==> src/rtl/core/dbhc_pkg.sv <==
// Package for the DNA base Hamming codec: transaction types, status codes,
// register indexes and the Hamming(7,4) and base-character helper functions.
// No dependencies.
package dbhc_pkg;

  localparam int CFG_INDEX_W = 2;
  localparam int QUEUE_DEPTH_DEFAULT = 2;
  localparam int WORD_W = 14;

  localparam logic [CFG_INDEX_W-1:0] REG_CODING_MODE = 2'd0;
  localparam logic [CFG_INDEX_W-1:0] REG_DIRECTION   = 2'd1;

  localparam logic [1:0] STATUS_OK      = 2'd0;
  localparam logic [1:0] STATUS_INVALID = 2'd1;
  localparam logic [1:0] STATUS_LENGTH  = 2'd2;

  localparam logic MODE_PLAIN   = 1'b0;
  localparam logic MODE_HAMMING = 1'b1;
  localparam logic DIR_ENCODE   = 1'b0;
  localparam logic DIR_DECODE   = 1'b1;

  localparam logic [2:0] PLAIN_BASES   = 3'd4;
  localparam logic [2:0] HAMMING_BASES = 3'd7;

  localparam logic [7:0] CHAR_A = 8'h41;
  localparam logic [7:0] CHAR_T = 8'h54;
  localparam logic [7:0] CHAR_C = 8'h43;
  localparam logic [7:0] CHAR_G = 8'h47;

  typedef struct packed {
    logic [7:0] in_value;
    logic       final_item;
  } in_item_t;

  typedef struct packed {
    logic [7:0] out_value;
    logic       run_last;
    logic [1:0] status;
    logic       corrected;
  } out_item_t;

  // One queue entry: a run of bases to send, or one finished result.
  typedef struct packed {
    logic              is_run;
    logic [WORD_W-1:0] word;
    logic [2:0]        nbases;
    logic [1:0]        status;
    logic              corrected;
  } cmd_t;

  function automatic logic [6:0] hamming_encode4(input logic [3:0] d);
    logic p1, p2, p3;
    p1 = d[3] ^ d[2] ^ d[0];
    p2 = d[3] ^ d[1] ^ d[0];
    p3 = d[2] ^ d[1] ^ d[0];
    return {p1, p2, d[3], p3, d[2], d[1], d[0]};
  endfunction

  // Returns {fixed, nibble}.
  function automatic logic [4:0] hamming_decode7(input logic [6:0] cw_in);
    logic [6:0] cw;
    logic [2:0] syn;
    logic [2:0] pos;
    cw  = cw_in;
    syn = {cw[3] ^ cw[2] ^ cw[1] ^ cw[0],
           cw[5] ^ cw[4] ^ cw[1] ^ cw[0],
           cw[6] ^ cw[4] ^ cw[2] ^ cw[0]};
    pos = 3'd7 - syn;
    if (syn != 3'd0) begin
      cw[pos] = ~cw[pos];
    end
    return {(syn != 3'd0), cw[4], cw[2], cw[1], cw[0]};
  endfunction

  function automatic logic [7:0] base_char(input logic [1:0] b);
    logic [7:0] c;
    case (b)
      2'd0:    c = CHAR_A;
      2'd1:    c = CHAR_T;
      2'd2:    c = CHAR_C;
      default: c = CHAR_G;
    endcase
    return c;
  endfunction

endpackage

==> src/rtl/core/dbhc_front.sv <==
// Front end of the codec: configuration registers, input acceptance, base
// gathering and classification into queue commands. Depends on dbhc_pkg.
module dbhc_front import dbhc_pkg::*; (
  input  logic                   clk,
  input  logic                   rst,
  input  logic                   in_valid,
  output logic                   in_stall,
  input  in_item_t               in_data,
  input  logic                   cfg_valid,
  output logic                   cfg_ready,
  input  logic [CFG_INDEX_W-1:0] cfg_index,
  input  logic                   cfg_data,
  input  logic                   q_full,
  output logic                   push,
  output cmd_t                   push_cmd
);

  logic              coding_mode;
  logic              direction;
  logic [WORD_W-1:0] gathered_bits;
  logic [2:0]        bases_gathered;
  logic              skipping;

  logic [WORD_W-1:0] gathered_next;
  logic [2:0]        bases_next;
  logic              skipping_next;
  logic              accept;
  logic [1:0]        bval;
  logic              bad_char;
  logic [WORD_W-1:0] gathered_inc;
  logic [2:0]        bases_inc;
  logic [2:0]        group;
  logic [4:0]        dec_hi;
  logic [4:0]        dec_lo;

  assign cfg_ready = 1'b1;
  assign in_stall  = q_full;
  assign accept    = in_valid && !q_full;

  always_comb begin
    bad_char = 1'b0;
    case (in_data.in_value)
      CHAR_A:  bval = 2'd0;
      CHAR_T:  bval = 2'd1;
      CHAR_C:  bval = 2'd2;
      CHAR_G:  bval = 2'd3;
      default: begin
        bval     = 2'd0;
        bad_char = 1'b1;
      end
    endcase
  end

  assign gathered_inc = {gathered_bits[WORD_W-3:0], bval};
  assign bases_inc    = bases_gathered + 3'd1;
  assign group        = (coding_mode == MODE_HAMMING) ? HAMMING_BASES : PLAIN_BASES;
  assign dec_hi       = hamming_decode7(gathered_inc[13:7]);
  assign dec_lo       = hamming_decode7(gathered_inc[6:0]);

  always_comb begin
    gathered_next = gathered_bits;
    bases_next    = bases_gathered;
    skipping_next = skipping;
    push          = 1'b0;
    push_cmd      = '0;
    push_cmd.nbases = 3'd1;
    if (accept) begin
      if (skipping) begin
        if (in_data.final_item) begin
          skipping_next = 1'b0;
          gathered_next = '0;
          bases_next    = '0;
        end
      end else if (direction == DIR_ENCODE) begin
        push            = 1'b1;
        push_cmd.is_run = 1'b1;
        push_cmd.status = STATUS_OK;
        if (coding_mode == MODE_HAMMING) begin
          push_cmd.word   = {hamming_encode4(in_data.in_value[7:4]),
                             hamming_encode4(in_data.in_value[3:0])};
          push_cmd.nbases = HAMMING_BASES;
        end else begin
          push_cmd.word   = {6'd0, in_data.in_value};
          push_cmd.nbases = PLAIN_BASES;
        end
      end else if (bad_char) begin
        push            = 1'b1;
        push_cmd.status = STATUS_INVALID;
        gathered_next   = '0;
        bases_next      = '0;
        skipping_next   = !in_data.final_item;
      end else if (bases_inc >= group) begin
        push          = 1'b1;
        gathered_next = '0;
        bases_next    = '0;
        push_cmd.status = STATUS_OK;
        if (coding_mode == MODE_HAMMING) begin
          push_cmd.word      = {6'd0, dec_hi[3:0], dec_lo[3:0]};
          push_cmd.corrected = dec_hi[4] | dec_lo[4];
        end else begin
          push_cmd.word = {6'd0, gathered_inc[7:0]};
        end
      end else if (in_data.final_item) begin
        push            = 1'b1;
        push_cmd.status = STATUS_LENGTH;
        gathered_next   = '0;
        bases_next      = '0;
      end else begin
        gathered_next = gathered_inc;
        bases_next    = bases_inc;
      end
    end
  end

  always_ff @(posedge clk) begin
    if (rst) begin
      coding_mode    <= MODE_PLAIN;
      direction      <= DIR_ENCODE;
      gathered_bits  <= '0;
      bases_gathered <= '0;
      skipping       <= 1'b0;
    end else if (cfg_valid && cfg_ready &&
                 (cfg_index == REG_CODING_MODE || cfg_index == REG_DIRECTION)) begin
      if (cfg_index == REG_CODING_MODE) begin
        coding_mode <= cfg_data;
      end else begin
        direction <= cfg_data;
      end
      gathered_bits  <= '0;
      bases_gathered <= '0;
      skipping       <= 1'b0;
    end else begin
      gathered_bits  <= gathered_next;
      bases_gathered <= bases_next;
      skipping       <= skipping_next;
    end
  end

endmodule

==> src/rtl/core/dbhc_queue.sv <==
// Short command queue between the front and back ends of the codec.
// Depends on dbhc_pkg for the command type.
module dbhc_queue import dbhc_pkg::*; #(
  parameter int DEPTH = QUEUE_DEPTH_DEFAULT
) (
  input  logic clk,
  input  logic rst,
  input  logic push,
  input  cmd_t push_cmd,
  input  logic pop,
  output logic full,
  output logic head_valid,
  output cmd_t head
);

  localparam int PTR_W = (DEPTH > 1) ? $clog2(DEPTH) : 1;
  localparam int CNT_W = $clog2(DEPTH + 1);

  cmd_t             slots [DEPTH];
  logic [PTR_W-1:0] wr_ptr;
  logic [PTR_W-1:0] rd_ptr;
  logic [CNT_W-1:0] count;

  assign full       = (count == CNT_W'(DEPTH));
  assign head_valid = (count != '0);
  assign head       = slots[rd_ptr];

  always_ff @(posedge clk) begin
    if (push) begin
      slots[wr_ptr] <= push_cmd;
    end
  end

  always_ff @(posedge clk) begin
    if (rst) begin
      wr_ptr <= '0;
      rd_ptr <= '0;
      count  <= '0;
    end else begin
      if (push) begin
        wr_ptr <= (wr_ptr == PTR_W'(DEPTH - 1)) ? '0 : wr_ptr + PTR_W'(1);
      end
      if (pop) begin
        rd_ptr <= (rd_ptr == PTR_W'(DEPTH - 1)) ? '0 : rd_ptr + PTR_W'(1);
      end
      if (push && !pop) begin
        count <= count + CNT_W'(1);
      end else if (pop && !push) begin
        count <= count - CNT_W'(1);
      end
    end
  end

endmodule

==> src/rtl/core/dbhc_back.sv <==
// Back end of the codec: expands queue commands into result transactions, one base
// or byte per cycle when not stalled, into the output register. Depends on dbhc_pkg.
module dbhc_back import dbhc_pkg::*; (
  input  logic      clk,
  input  logic      rst,
  input  logic      head_valid,
  input  cmd_t      head,
  output logic      pop,
  output logic      out_valid,
  input  logic      out_stall,
  output out_item_t out_data
);

  logic [2:0] pos;
  logic [2:0] sel;
  logic [3:0] shift;
  logic       load;
  logic       last_step;
  out_item_t  next_item;

  assign load      = head_valid && (!out_valid || !out_stall);
  assign last_step = !head.is_run || (pos == head.nbases - 3'd1);
  assign pop       = load && last_step;
  assign sel       = head.nbases - 3'd1 - pos;
  assign shift     = {sel, 1'b0};

  always_comb begin
    next_item.run_last  = last_step;
    next_item.status    = head.status;
    next_item.corrected = head.corrected;
    if (head.is_run) begin
      next_item.out_value = base_char(head.word[shift +: 2]);
    end else begin
      next_item.out_value = head.word[7:0];
    end
  end

  always_ff @(posedge clk) begin
    if (load) begin
      out_data <= next_item;
    end
  end

  always_ff @(posedge clk) begin
    if (rst) begin
      out_valid <= 1'b0;
      pos       <= '0;
    end else if (load) begin
      out_valid <= 1'b1;
      pos       <= last_step ? 3'd0 : pos + 3'd1;
    end else if (!out_stall) begin
      out_valid <= 1'b0;
    end
  end

endmodule

==> src/rtl/core/dna_base_hamming_codec_unit.sv <==
// DNA base codec with Hamming(7,4) option: bytes to A/T/C/G characters and back.
// A result passes through the command queue and then the output register.
// The result port sends one transaction per cycle while out_stall is low;
// encoding sends 4 characters per byte (plain) or 7 (Hamming), one per base.
// Reset clears the mode registers (plain encode), the gathered group, the
// command queue and the output valid flag.
module dna_base_hamming_codec_unit import dbhc_pkg::*; #(
  parameter int QUEUE_DEPTH = QUEUE_DEPTH_DEFAULT
) (
  input  logic                   clk,
  input  logic                   rst,
  input  logic                   in_valid,
  output logic                   in_stall,
  input  in_item_t               in_data,
  output logic                   out_valid,
  input  logic                   out_stall,
  output out_item_t              out_data,
  input  logic                   cfg_valid,
  output logic                   cfg_ready,
  input  logic [CFG_INDEX_W-1:0] cfg_index,
  input  logic                   cfg_data
);

  logic q_full;
  logic push;
  cmd_t push_cmd;
  logic pop;
  logic head_valid;
  cmd_t head;

  dbhc_front u_front (
    .clk      (clk),
    .rst      (rst),
    .in_valid (in_valid),
    .in_stall (in_stall),
    .in_data  (in_data),
    .cfg_valid(cfg_valid),
    .cfg_ready(cfg_ready),
    .cfg_index(cfg_index),
    .cfg_data (cfg_data),
    .q_full   (q_full),
    .push     (push),
    .push_cmd (push_cmd)
  );

  dbhc_queue #(
    .DEPTH(QUEUE_DEPTH)
  ) u_queue (
    .clk       (clk),
    .rst       (rst),
    .push      (push),
    .push_cmd  (push_cmd),
    .pop       (pop),
    .full      (q_full),
    .head_valid(head_valid),
    .head      (head)
  );

  dbhc_back u_back (
    .clk       (clk),
    .rst       (rst),
    .head_valid(head_valid),
    .head      (head),
    .pop       (pop),
    .out_valid (out_valid),
    .out_stall (out_stall),
    .out_data  (out_data)
  );

endmodule

==> config.mk <==
export PLATFORM = sky130hd
export DESIGN_NAME = dna_base_hamming_codec_unit
export DESIGN_NICKNAME = d
export VERILOG_FILES = /design/src/rtl/core/dbhc_pkg.sv /design/src/rtl/core/dbhc_front.sv /design/src/rtl/core/dbhc_queue.sv /design/src/rtl/core/dbhc_back.sv /design/src/rtl/core/dna_base_hamming_codec_unit.sv
export SDC_FILE = /design/constraint.sdc
export NUM_CORES = 1
export LEC_CHECK = 0
export ABC_AREA = 0
export BUFFER_PORTS_ARGS = -buffer_cell sky130_fd_sc_hd__buf_2
export CAP_MARGIN = 10
export CORE_MARGIN = 10
export CORE_UTILIZATION = 55
export CTS_CLUSTER_SIZE = 40
export DETAILED_ROUTE_END_ITERATION = 10
export PLACE_DENSITY = 0.83
export SKIP_LAST_GASP = 1
export SYNTH_ARGS = -nofsm -noshare
export SYNTH_HDL_FRONTEND = slang
export SYNTH_SLANG_ARGS = --single-unit
export TNS_END_PERCENT = 5
==> constraint.sdc <==
create_clock -name clk -period 6.27 [get_ports clk]
set_input_delay 0.9405 -clock clk [delete_from_list [all_inputs] [get_ports clk]]
set_output_delay 0.9405 -clock clk [all_outputs]
set_load 0.01 [all_outputs]
# [After elaboration in Yosys (flattened, before gate mapping)]
# Memories as Yosys holds them, arrays and structs flattened. A register that Yosys moved wholly into a read port is not among the register bits.
# Cells that the tools add are included.
[classes] n_mux=66 n_shift=1 n_bitwise=34 eq_ne=11 reduce_logical=30 addsub=10 order_cmp=5
[op_table] op="two-way mux 12 bit" n=6
[op_table] op="two-way mux 14 bit" n=3
[op_table] op="two-way mux 21 bit" n=2
[op_table] op="== test 8 x 7 -> 1 bit, second input constant" n=4
[op_table] op="bitwise XOR 1 bit" n=30
[op_table] op="two-way mux 1 bit" n=27
[op_table] op="two-way mux 3 bit" n=8
[op_table] op="two-way mux 17 bit" n=1
[op_table] op="two-way mux 8 bit" n=2
[op_table] op="case mux 5 bit (3 select lines)" n=1
[op_table] op="bitwise mux 7 bit" n=2
[op_table] op="two-way mux 2 bit" n=7
[op_table] op="indexed part select 14 x 5 -> 2 bit" n=1
[op_table] op="two-way mux 5 bit" n=2
[op_table] op="logical AND 1 bit" n=8
[op_table] op="less-than comparator 3 x 4 -> 1 bit, second input constant" n=2
[op_table] op="zero test 1 bit" n=7
[op_table] op="adder 3 x 1 -> 3 bit, second input constant" n=2
[op_table] op="binary-select mux 1 bit (select 3 bit)" n=2
[op_table] op="demux 1 bit (select 3 bit)" n=2
[op_table] op="greater-or-equal comparator 3 x 1 -> 1 bit, second input constant" n=2
[op_table] op="case mux 2 bit (3 select lines)" n=1
[op_table] op="nonzero test 2 bit" n=3
[op_table] op="nonzero test 3 bit" n=2
[op_table] op="20 further kinds" n=30
[totals] output_inout_bits=15 elab_cells=172 mem_count=1 ramBits=42 register_bits=38
[memory_table] name="u_queue.slots" words=2 word_bits=21 read_ports=1 rd_ports_with_merged_regs=1 write_ports=1 line="dbhc_queue.sv:19" source="cmd_t slots [DEPTH];"

# [Longest topological paths before layout]
# Gate-level depths: netlist of run 1.
[depth] ltp_word=17 depth_mapped=14 mapped_depth_nobuf=11

# [Hierarchy]
# Synthesis of run 1 repeated with hierarchy kept, for this count alone.
[unflattened] cells_unflattened=418 area_unflattened_um2=4682.0
[modules_own_cells] mod="dbhc_front" cells_each=266 instances=1 area_per_inst_um2=2089.5
[modules_own_cells] mod="dbhc_queue" cells_each=87 instances=1 area_per_inst_um2=1717.9
[modules_own_cells] mod="dbhc_back" cells_each=65 instances=1 area_per_inst_um2=874.6

# [Least setup slack after synthesis of run 1]
# OpenSTA, ideal clock, no wires.
[synth_timing] path_type="input to register" startpoint="in in_data[4] (netlist bit)" endpoint="mem u_queue.slots[0][0] (netlist bit), enable pin" required_time_ps=5871 stages=9 arrival_ps=3113 path_slack_ps=2758 setup_ps=399 path_cell_list="inv_1 -> ha_1 -> and3b_1 -> buf_6 -> o21a_1 -> buf_6 -> o22ai_2 -> o31a_1 -> nor2b_1"
[synth_via] elab_chain_cells=8
[synth_lines] element="start: declaration" line="dna_base_hamming_codec_unit.sv:14" source="input in_item_t in_data,"
[synth_lines] element="== test 8 x 7 -> 1 bit" line="dbhc_front.sv:42" source="case (in_data.in_value)"
[synth_lines] element="OR reduction 4 bit (no source line) (*)"
[synth_lines] element="two-way mux 1 bit (*)" line="dbhc_front.sv:86" source="end else if (bad_char) begin"
[synth_lines] element="two-way mux 1 bit (*)" line="dbhc_front.sv:74" source="end else if (direction == DIR_ENCODE) begin"
[synth_lines] element="two-way mux 1 bit (*)" line="dbhc_front.sv:68" source="if (skipping) begin"
[synth_lines] element="two-way mux 1 bit (*)" line="dbhc_front.sv:67" source="if (accept) begin"
[synth_lines] element="net push" line="dna_base_hamming_codec_unit.sv:25" source="logic push;"
[synth_lines] element="two-way mux 1 bit (*)" line="dbhc_queue.sv:29" source="if (push) begin"
[synth_lines] element="two-way mux 1 bit (implied by the code) (*)" line="dbhc_queue.sv:30" source="slots[wr_ptr] <= push_cmd;"
[synth_lines] element="end: declaration" line="dbhc_queue.sv:19"
# Mark *: on every way through the listed nets, which the timed path passes. The rest lies on a longest branch.

# [Worst setup path after layout of run 1]
[layout_timing] startpoint="in in_data[4] (netlist bit)" endpoint="reg u_queue.count[1]"
[layout_via] elab_chain_cells=9
[layout_lines] element="== test 8 x 7 -> 1 bit" line="dbhc_front.sv:42"
[layout_lines] element="OR reduction 4 bit (no source line) (*)"
[layout_lines] element="two-way mux 1 bit (*)" line="dbhc_front.sv:86"
[layout_lines] element="two-way mux 1 bit (*)" line="dbhc_front.sv:74"
[layout_lines] element="two-way mux 1 bit (*)" line="dbhc_front.sv:68"
[layout_lines] element="two-way mux 1 bit (*)" line="dbhc_front.sv:67"
[layout_lines] element="net push" line="dna_base_hamming_codec_unit.sv:25"
[layout_lines] element="zero test 1 bit" line="dbhc_queue.sv:48" source="end else if (pop && !push) begin"
[layout_lines] element="logical AND 1 bit" line="dbhc_queue.sv:48"
[layout_lines] element="nonzero test 2 bit (no source line)"
[layout_lines] element="end signal: assignment" line="dbhc_queue.sv:47" source="count <= count + CNT_W'(1);"
[layout_lines] element="end signal: assignment" line="dbhc_queue.sv:49" source="count <= count - CNT_W'(1);"
[layout_lines] element="end: declaration" line="dbhc_queue.sv:22" source="logic [CNT_W-1:0] count;"
# Marks and branches as above.
# A chain may end at the register's enable or synchronous reset.

==> run metrics, run 1 <==
run status completed; Crit path largest cell delay 610 ps; die width roughly 110 um; Slew Viols, Final 0; Worst Hold Class reg -> reg; Worst VDD drop 166.2 uV; CP Launch Type input port; Crit path top cell by count ha_1; Top Metal Used met4; clock slew at reported path FFs 80 ps; cell area after synthesis between 4000 and 5000 um^2; port bufs 30; drt first pass iters 4; clock sink total 79; Compound-Gate Fraction of Synth Area roughly an eighth; Die Area 12190 um^2; Post-Synth Adder-Cell Area 3.507%; FFs w/ async S/R, synth 0%; Setup crit end kind flop; Layout area overhead 8.210%; Critical Path AT 3810 ps; worst reg2reg path depth 6; hold buffers post-CTS 0; global route overflow 0; Filler cells 653; Post-Syn Instances approximately 430; fraction of synthesized area in multiplexers 9.212%; via count approximately 3200; setup TNS 0 ps; YS warnings 0; CP max-delay cell o21a_1; final net count 470; syn_nets 457; Top Ports 32; core area a little under 8000 um^2; reg-to-reg critical path startpoint u_front.coding_mode$_SDFFE_PP0P_; Final Cycle Share 56.32%; CP max FO 19; num rows 32; CTS buffer count 9; Initial Util 57.29%; WL met3 364 um; crit path cell chain buf_2, inv_1, ha_1, and3b_1, o21a_1, o22ai_2, o31a_1, ha_1, or3_1, a21oi_1; CTS tree built; worst-margin pin slew 914.7 ps; first-pass GRT wire length 15220 um; most area-hungry cell type in the Yosys netlist edfxtp_1; XOR/XNOR Fraction of Synth Area 7.682%; Top FF cell, synth edfxtp_1; Synth top area share 34.73%; DRT iter0 DRCs 253; vias in the first global route 3125; Setup CP Type in -> reg; register area share after synthesis ~47%; Clock Latency Late Sink ~340 ps; Area contributors post-synth edfxtp_1, dfxtp_1, xnor2_1; count of different cell masters after synthesis 65; Clock Skew 12.73 ps; pwr/cell area 342.1 nW/um^2; Setup crit end u_queue.count[1]$_SDFFE_PP0P_; Static Leak 1.773 nW; RSZ-0062 raised after global routing false; Post-CTS Resized 0; initial antenna violation count 0; CTS root buf clkbuf_8; Max clock buf depth 2; max_cap viols 0; Synth Area in Simple Gates 15.03%; final setup violation count 0; Hold Vio Cnt, Final 0; H-tree depth 3; Worst Setup SP in_data[4]; M1 wire length 3908 um; Die H 110.4 um; Post-DRT Antenna Nets 0; HPWL after DPL 6421 um; post-layout min period 3531 ps; commonest non-fill, non-tap cell in the layout edfxtp_1; Yosys reg bits 79; Final GP Congestion roughly 0.91; largest net degree at the start of global routing 29; DR WL/cell 16.40 um; Avg Cell Area, Syn 10.50 um^2; Critical Path RT approximately 6500 ps; FMAX 283.2 MHz; main combinational cell family by area after synthesis simple AND/OR/NAND/NOR gates; total power 0.001664 W; commonest non-fill, non-tap cells in the layout edfxtp_1, nor2_1, nand2_1, buf_2, dfxtp_1; WP depth 10; Worst R2R End u_queue.slots[1][12]$_DFFE_PP_; worst path bufs/invs 2; DRC viols 0; slew margin rel. 38.93%; met2 wire length 4567 um; Total GRT Usage 14.48%; EDFF count, synth 52; kind of cell adding the most delay to the critical path compound AO/OA/AOI/OAI gates; final wirelength 8988 um; antenna diode count 0; Post-CTS Setup Repair Bufs 0; reg2reg setup slack 2900 ps; vias per cell around 5.9; layout cell share with drive strength beyond 1 16.37%
worst min path at each step:
stage | endpoint | startpoint | slack [ps] | cells past startpoint
2_1_floorplan | u_queue.count[1]$_SDFFE_PP0P_ | u_queue.count[1]$_SDFFE_PP0P_ | 470 | 2
3_3_place_gp | u_back.out_valid$_SDFFE_PP0P_ | u_back.out_valid$_SDFFE_PP0P_ | 450 | 2
3_5_place_dp | u_back.out_valid$_SDFFE_PP0P_ | u_back.out_valid$_SDFFE_PP0P_ | 460 | 2
4_1_cts | u_back.out_valid$_SDFFE_PP0P_ | u_back.out_valid$_SDFFE_PP0P_ | 470 | 2
5_1_grt | u_back.out_valid$_SDFFE_PP0P_ | u_back.out_valid$_SDFFE_PP0P_ | 480 | 2
6_report | u_back.out_valid$_SDFFE_PP0P_ | u_back.out_valid$_SDFFE_PP0P_ | 470 | 2
worst reg2reg max path, stage by stage, from the launching register on:
cell	delay, ps
dfxtp_1	920
inv_1	290
ha_1	370
a21oi_1	110
o22ai_2	310
o31a_1	240
and2_1	740
layout make-up:
class / count / area [um^2] / area share [%]
Sequential cell: 79 / 2102 / 43.21
Tap cell: 102 / 127.6 / 2.623
Clock inverter: 5 / 82.58 / 1.698
Timing Repair Buffer: 34 / 180.2 / 3.704
Clock buffer: 11 / 131.4 / 2.701
Multi-Input combinational cell: 302 / 2185 / 44.91
Inverter: 15 / 56.30 / 1.157
power breakdown:
group | switching, W | internal [W] | total, W
clock | 0.000184 | 0.000225 | 0.000410
combinational | 0.000302 | 0.000227 | 0.000529
sequential | 0.0000384 | 0.000687 | 0.000725
total | 0.000525 | 0.00114 | 0.00166
metal layers:
metal / GRT usage (%) / up-vias
li1: - / 1574
met1: 17.96 / 1557
met2: 23.79 / 77
met3: 3.350 / 12
met4: 5.699 / 0
met5: 0 / -
synthesized netlist by cell type, types with 9 or more instances:
library cell,n
a21oi_1,16
a22oi_1,13
buf_2,10
clkbuf_1,16
dfxtp_1,27
edfxtp_1,52
ha_1,11
inv_1,15
mux2i_1,20
nand2_1,33
nand3_1,9
nor2_1,42
o21ai_0,15
xnor2_1,23
xor2_1,12
logic make-up after synthesis:
group,count (synthesis)
buf+inv,47
compound gates,86
xor+xnor,37
simple gates,133
flops,79
fa+ha+maj,12
other cells,1
mux,33
stage by stage:
stage,cell area (um^2),setup WS [ps],cells,util (%),hold WS [ps]
2_1_floorplan,4496,2758,428,-,466.9
6_report,4865,2739,548,61.99,465.2
3_5_place_dp,4651,2418,532,59.26,458.1
5_1_grt,4865,2536,548,61.99,480.5
4_1_cts,4865,2771,548,61.99,468.3
3_3_place_gp,4651,2537,532,59.26,453.6
state kept, by name (all words and copies together) (netlist names), named ones only:
signal	count
u_queue.rd_ptr	1
u_back.out_data	12
u_queue.wr_ptr	1
u_back.out_valid	1
u_front.bases_gathered	3
u_queue.count	2
u_front.skipping	1
u_queue.slots	40
u_back.pos	3
u_front.gathered_bits	12
u_front.direction	1
u_front.coding_mode	1
(Power assumes the default switching activity.)
==> run 2: changes to the inputs <==
==> constraint.sdc (replaced) <==
create_clock -name clk -period 3.6 [get_ports clk]
set_input_delay 0.54 -clock clk [delete_from_list [all_inputs] [get_ports clk]]
set_output_delay 0.54 -clock clk [all_outputs]
set_load 0.01 [all_outputs]
==> run 2 against run 1 <==
  * Combinational power up 71%
  * Die area unchanged
  * Sequential power up 75%
  * Via count down 1.9%
  * Non-clock buffer count up 3
  * Core utilization about the same
  * Final area about the same
  * Clock-buffer cell count unchanged
  * Worst hold slack worse by 28 ps
  * Global-route usage down 0.34 points
  * Total power up 68%
==> run metrics, run 2 (synthesized netlist as in run 1, its figures left out) <==
run status completed; via count 3159 (-1.9%); multi-input logic area 2185 um^2 (unchanged); Slew Viols, Final 0 (unchanged); Setup CP Type reg -> reg; crit path cell chain mux2i_1, ha_1, inv_1, fa_1, mux4_2, mux2i_1, and2_1, nor2b_1, o21ai_0, o21bai_1; Worst VDD drop 235.9 uV (+42%); Filler cells 644 (-1.4%); pwr/cell area 575.4 nW/um^2 (+68%); total power 0.002797 W (+68%); Final Cycle Share 83.95%; Hold Crit Start cfg_data; max_cap viols 0 (unchanged); hold buffers post-CTS 0 (unchanged); first-pass GRT wire length 15010 um (-1.4%); final net count 473 (+0.64%); Initial Util 57.29% (unchanged); core area 7848 um^2 (unchanged); Clock Skew 14.14 ps (+1.407 ps); die width 110.4 um (unchanged); DRC viols 0 (unchanged); slew margin rel. 59.10% (+20 points); commonest non-fill, non-tap cell in the layout edfxtp_1; WHS Endpoint u_front.coding_mode$_SDFFE_PP0P_; Max clock buf depth 2 (unchanged); FMAX between 300 and 400 MHz; Die Area 12190 um^2 (unchanged); Largest register FFs 40 (unchanged); post-layout min period just over 3000 ps; FF+latch area 2102 um^2 (unchanged); Clock Latency Late Sink 350 ps (about the same); largest net degree at the start of global routing 26 (-10%); clock sink total 79 (unchanged); vias per cell 5.733 (-2.4%); Setup crit end kind flop; Largest Register u_queue.slots; clock slew at reported path FFs 90 ps (about the same); Crit path top cell by count mux2i_1; setup TNS 0 ps (unchanged); Layout area overhead 8.127% (about the same); H-tree depth 3 (unchanged); Worst R2R End u_back.out_data[4]$_DFFE_PP_; final wirelength 8646 um (-3.8%); Die H 110.4 um (unchanged); worst-margin pin slew 609.1 ps (-305.6 ps); worst path bufs/invs 1 (-1); DRT iter0 DRCs 203 (-20%); num rows 32 (unchanged); worst reg2reg path depth 10 (+4); CP max-delay cell fa_1; Worst Hold Class in -> reg; biggest regs u_queue.slots x40, u_back.out_data x12, u_front.gathered_bits x12; drt first pass iters 4 (unchanged); RSZ-0062 raised after global routing false; global route overflow 0 (unchanged); Total GRT Usage 14.14% (-0.34 points); Post-CTS Setup Repair Bufs 0 (unchanged); CP max FO 6 (-13); reg2reg setup slack 580 ps (-2320 ps); Crit path largest cell delay 700 ps (+90 ps); Critical Path AT 3120 ps (-690 ps); vias in the first global route 3136 (+0.35%); final core utilization 61.94% (about the same); Hold Vio Cnt, Final 0 (unchanged); CTS root buf clkbuf_8; hold path cells 3 (+1); CTS tree built; CP Launch Type flop; DR WL/cell 15.69 um (-4.3%); CTS buffer count 9 (unchanged); Top Ports 32 (unchanged); layout cell share with drive strength beyond 1 17.15% (+0.78 points); commonest non-fill, non-tap cells in the layout edfxtp_1, nor2_1, nand2_1, buf_2, dfxtp_1; Final GP Congestion 0.8933 (-2.3%); Static Leak 1.782 nW (+0.50%); antenna diode count 0 (unchanged); Post-CTS Resized 0 (unchanged); HPWL after DPL 6543 um (+1.9%); initial antenna violation count 0 (unchanged); Critical Path RT 3700 ps (-2840 ps); final setup violation count 0 (unchanged); port bufs 30 (unchanged); kind of cell adding the most delay to the critical path adder cells; Post-DRT Antenna Nets 0 (unchanged)
==> run 2: cell count changes in the layout (fill, tap and decap cells not counted) <==
cell	delta
inv_6	+2
inv_4	+2
clkbuf_1	-1
buf_4	+3
clkinv_4	-2
clkbuf_16	+1
bufinv_16	-2
==> run 2: final cells by class <==
type                            instances  area share [%]
Multi-Input combinational cell        302           44.94
Sequential cell                        79           43.24
Timing Repair Buffer                   37           4.170
Clock buffer                           11           3.140
Tap cell                              102           2.625
Inverter                               15           1.158
Clock inverter                          5          0.7207
==> run 2: metrics by stage <==
step | worst slack [ps] | hold WS (ps) | cells | area [um^2]
detailed placement | 570.5 | 462.0 | 535 | 4673
CTS | 571.7 | 429.6 | 551 | 4861
global route | 433.0 | 438.8 | 551 | 4861
floorplan | 326.6 | 466.9 | 428 | 4496
finish | 577.9 | 437.2 | 551 | 4861
global placement | 639.0 | 453.8 | 535 | 4673
==> run 2: worst max path at each step <==
stage | from | to | depth (start not counted)
after global routing | flop | u_back.out_data[4]$_DFFE_PP_ | 10
after CTS | flop | u_back.out_data[4]$_DFFE_PP_ | 10
final | flop | u_back.out_data[4]$_DFFE_PP_ | 10
after global placement | in_data[4] | u_queue.count[1]$_SDFFE_PP0P_ | 10
after floorplan | flop | u_back.out_data[4]$_DFFE_PP_ | 13
after detailed placement | in_data[4] | u_queue.count[1]$_SDFFE_PP0P_ | 10
==> run 2: report_power, final <==
group	internal, W	switching [W]
clock network	0.000297	0.000326
registers	0.00120	0.0000710
logic	0.000397	0.000510
==> run 2: per-layer routing <==
layer / vias up / track usage (%) / part of all wire [%]
li1: 1573 / - / -
met1: 1505 / 17.53 / 44
met2: 71 / 24.22 / 51
met3: 10 / 2.809 / 4.3
met4: 0 / 4.059 / 1.1
met5: - / 0 / 0
==> run 2: tightest hold or removal path: stages <==
cell and delay, ps:
buf_2 100, nand2_1 50, a21oi_1 50
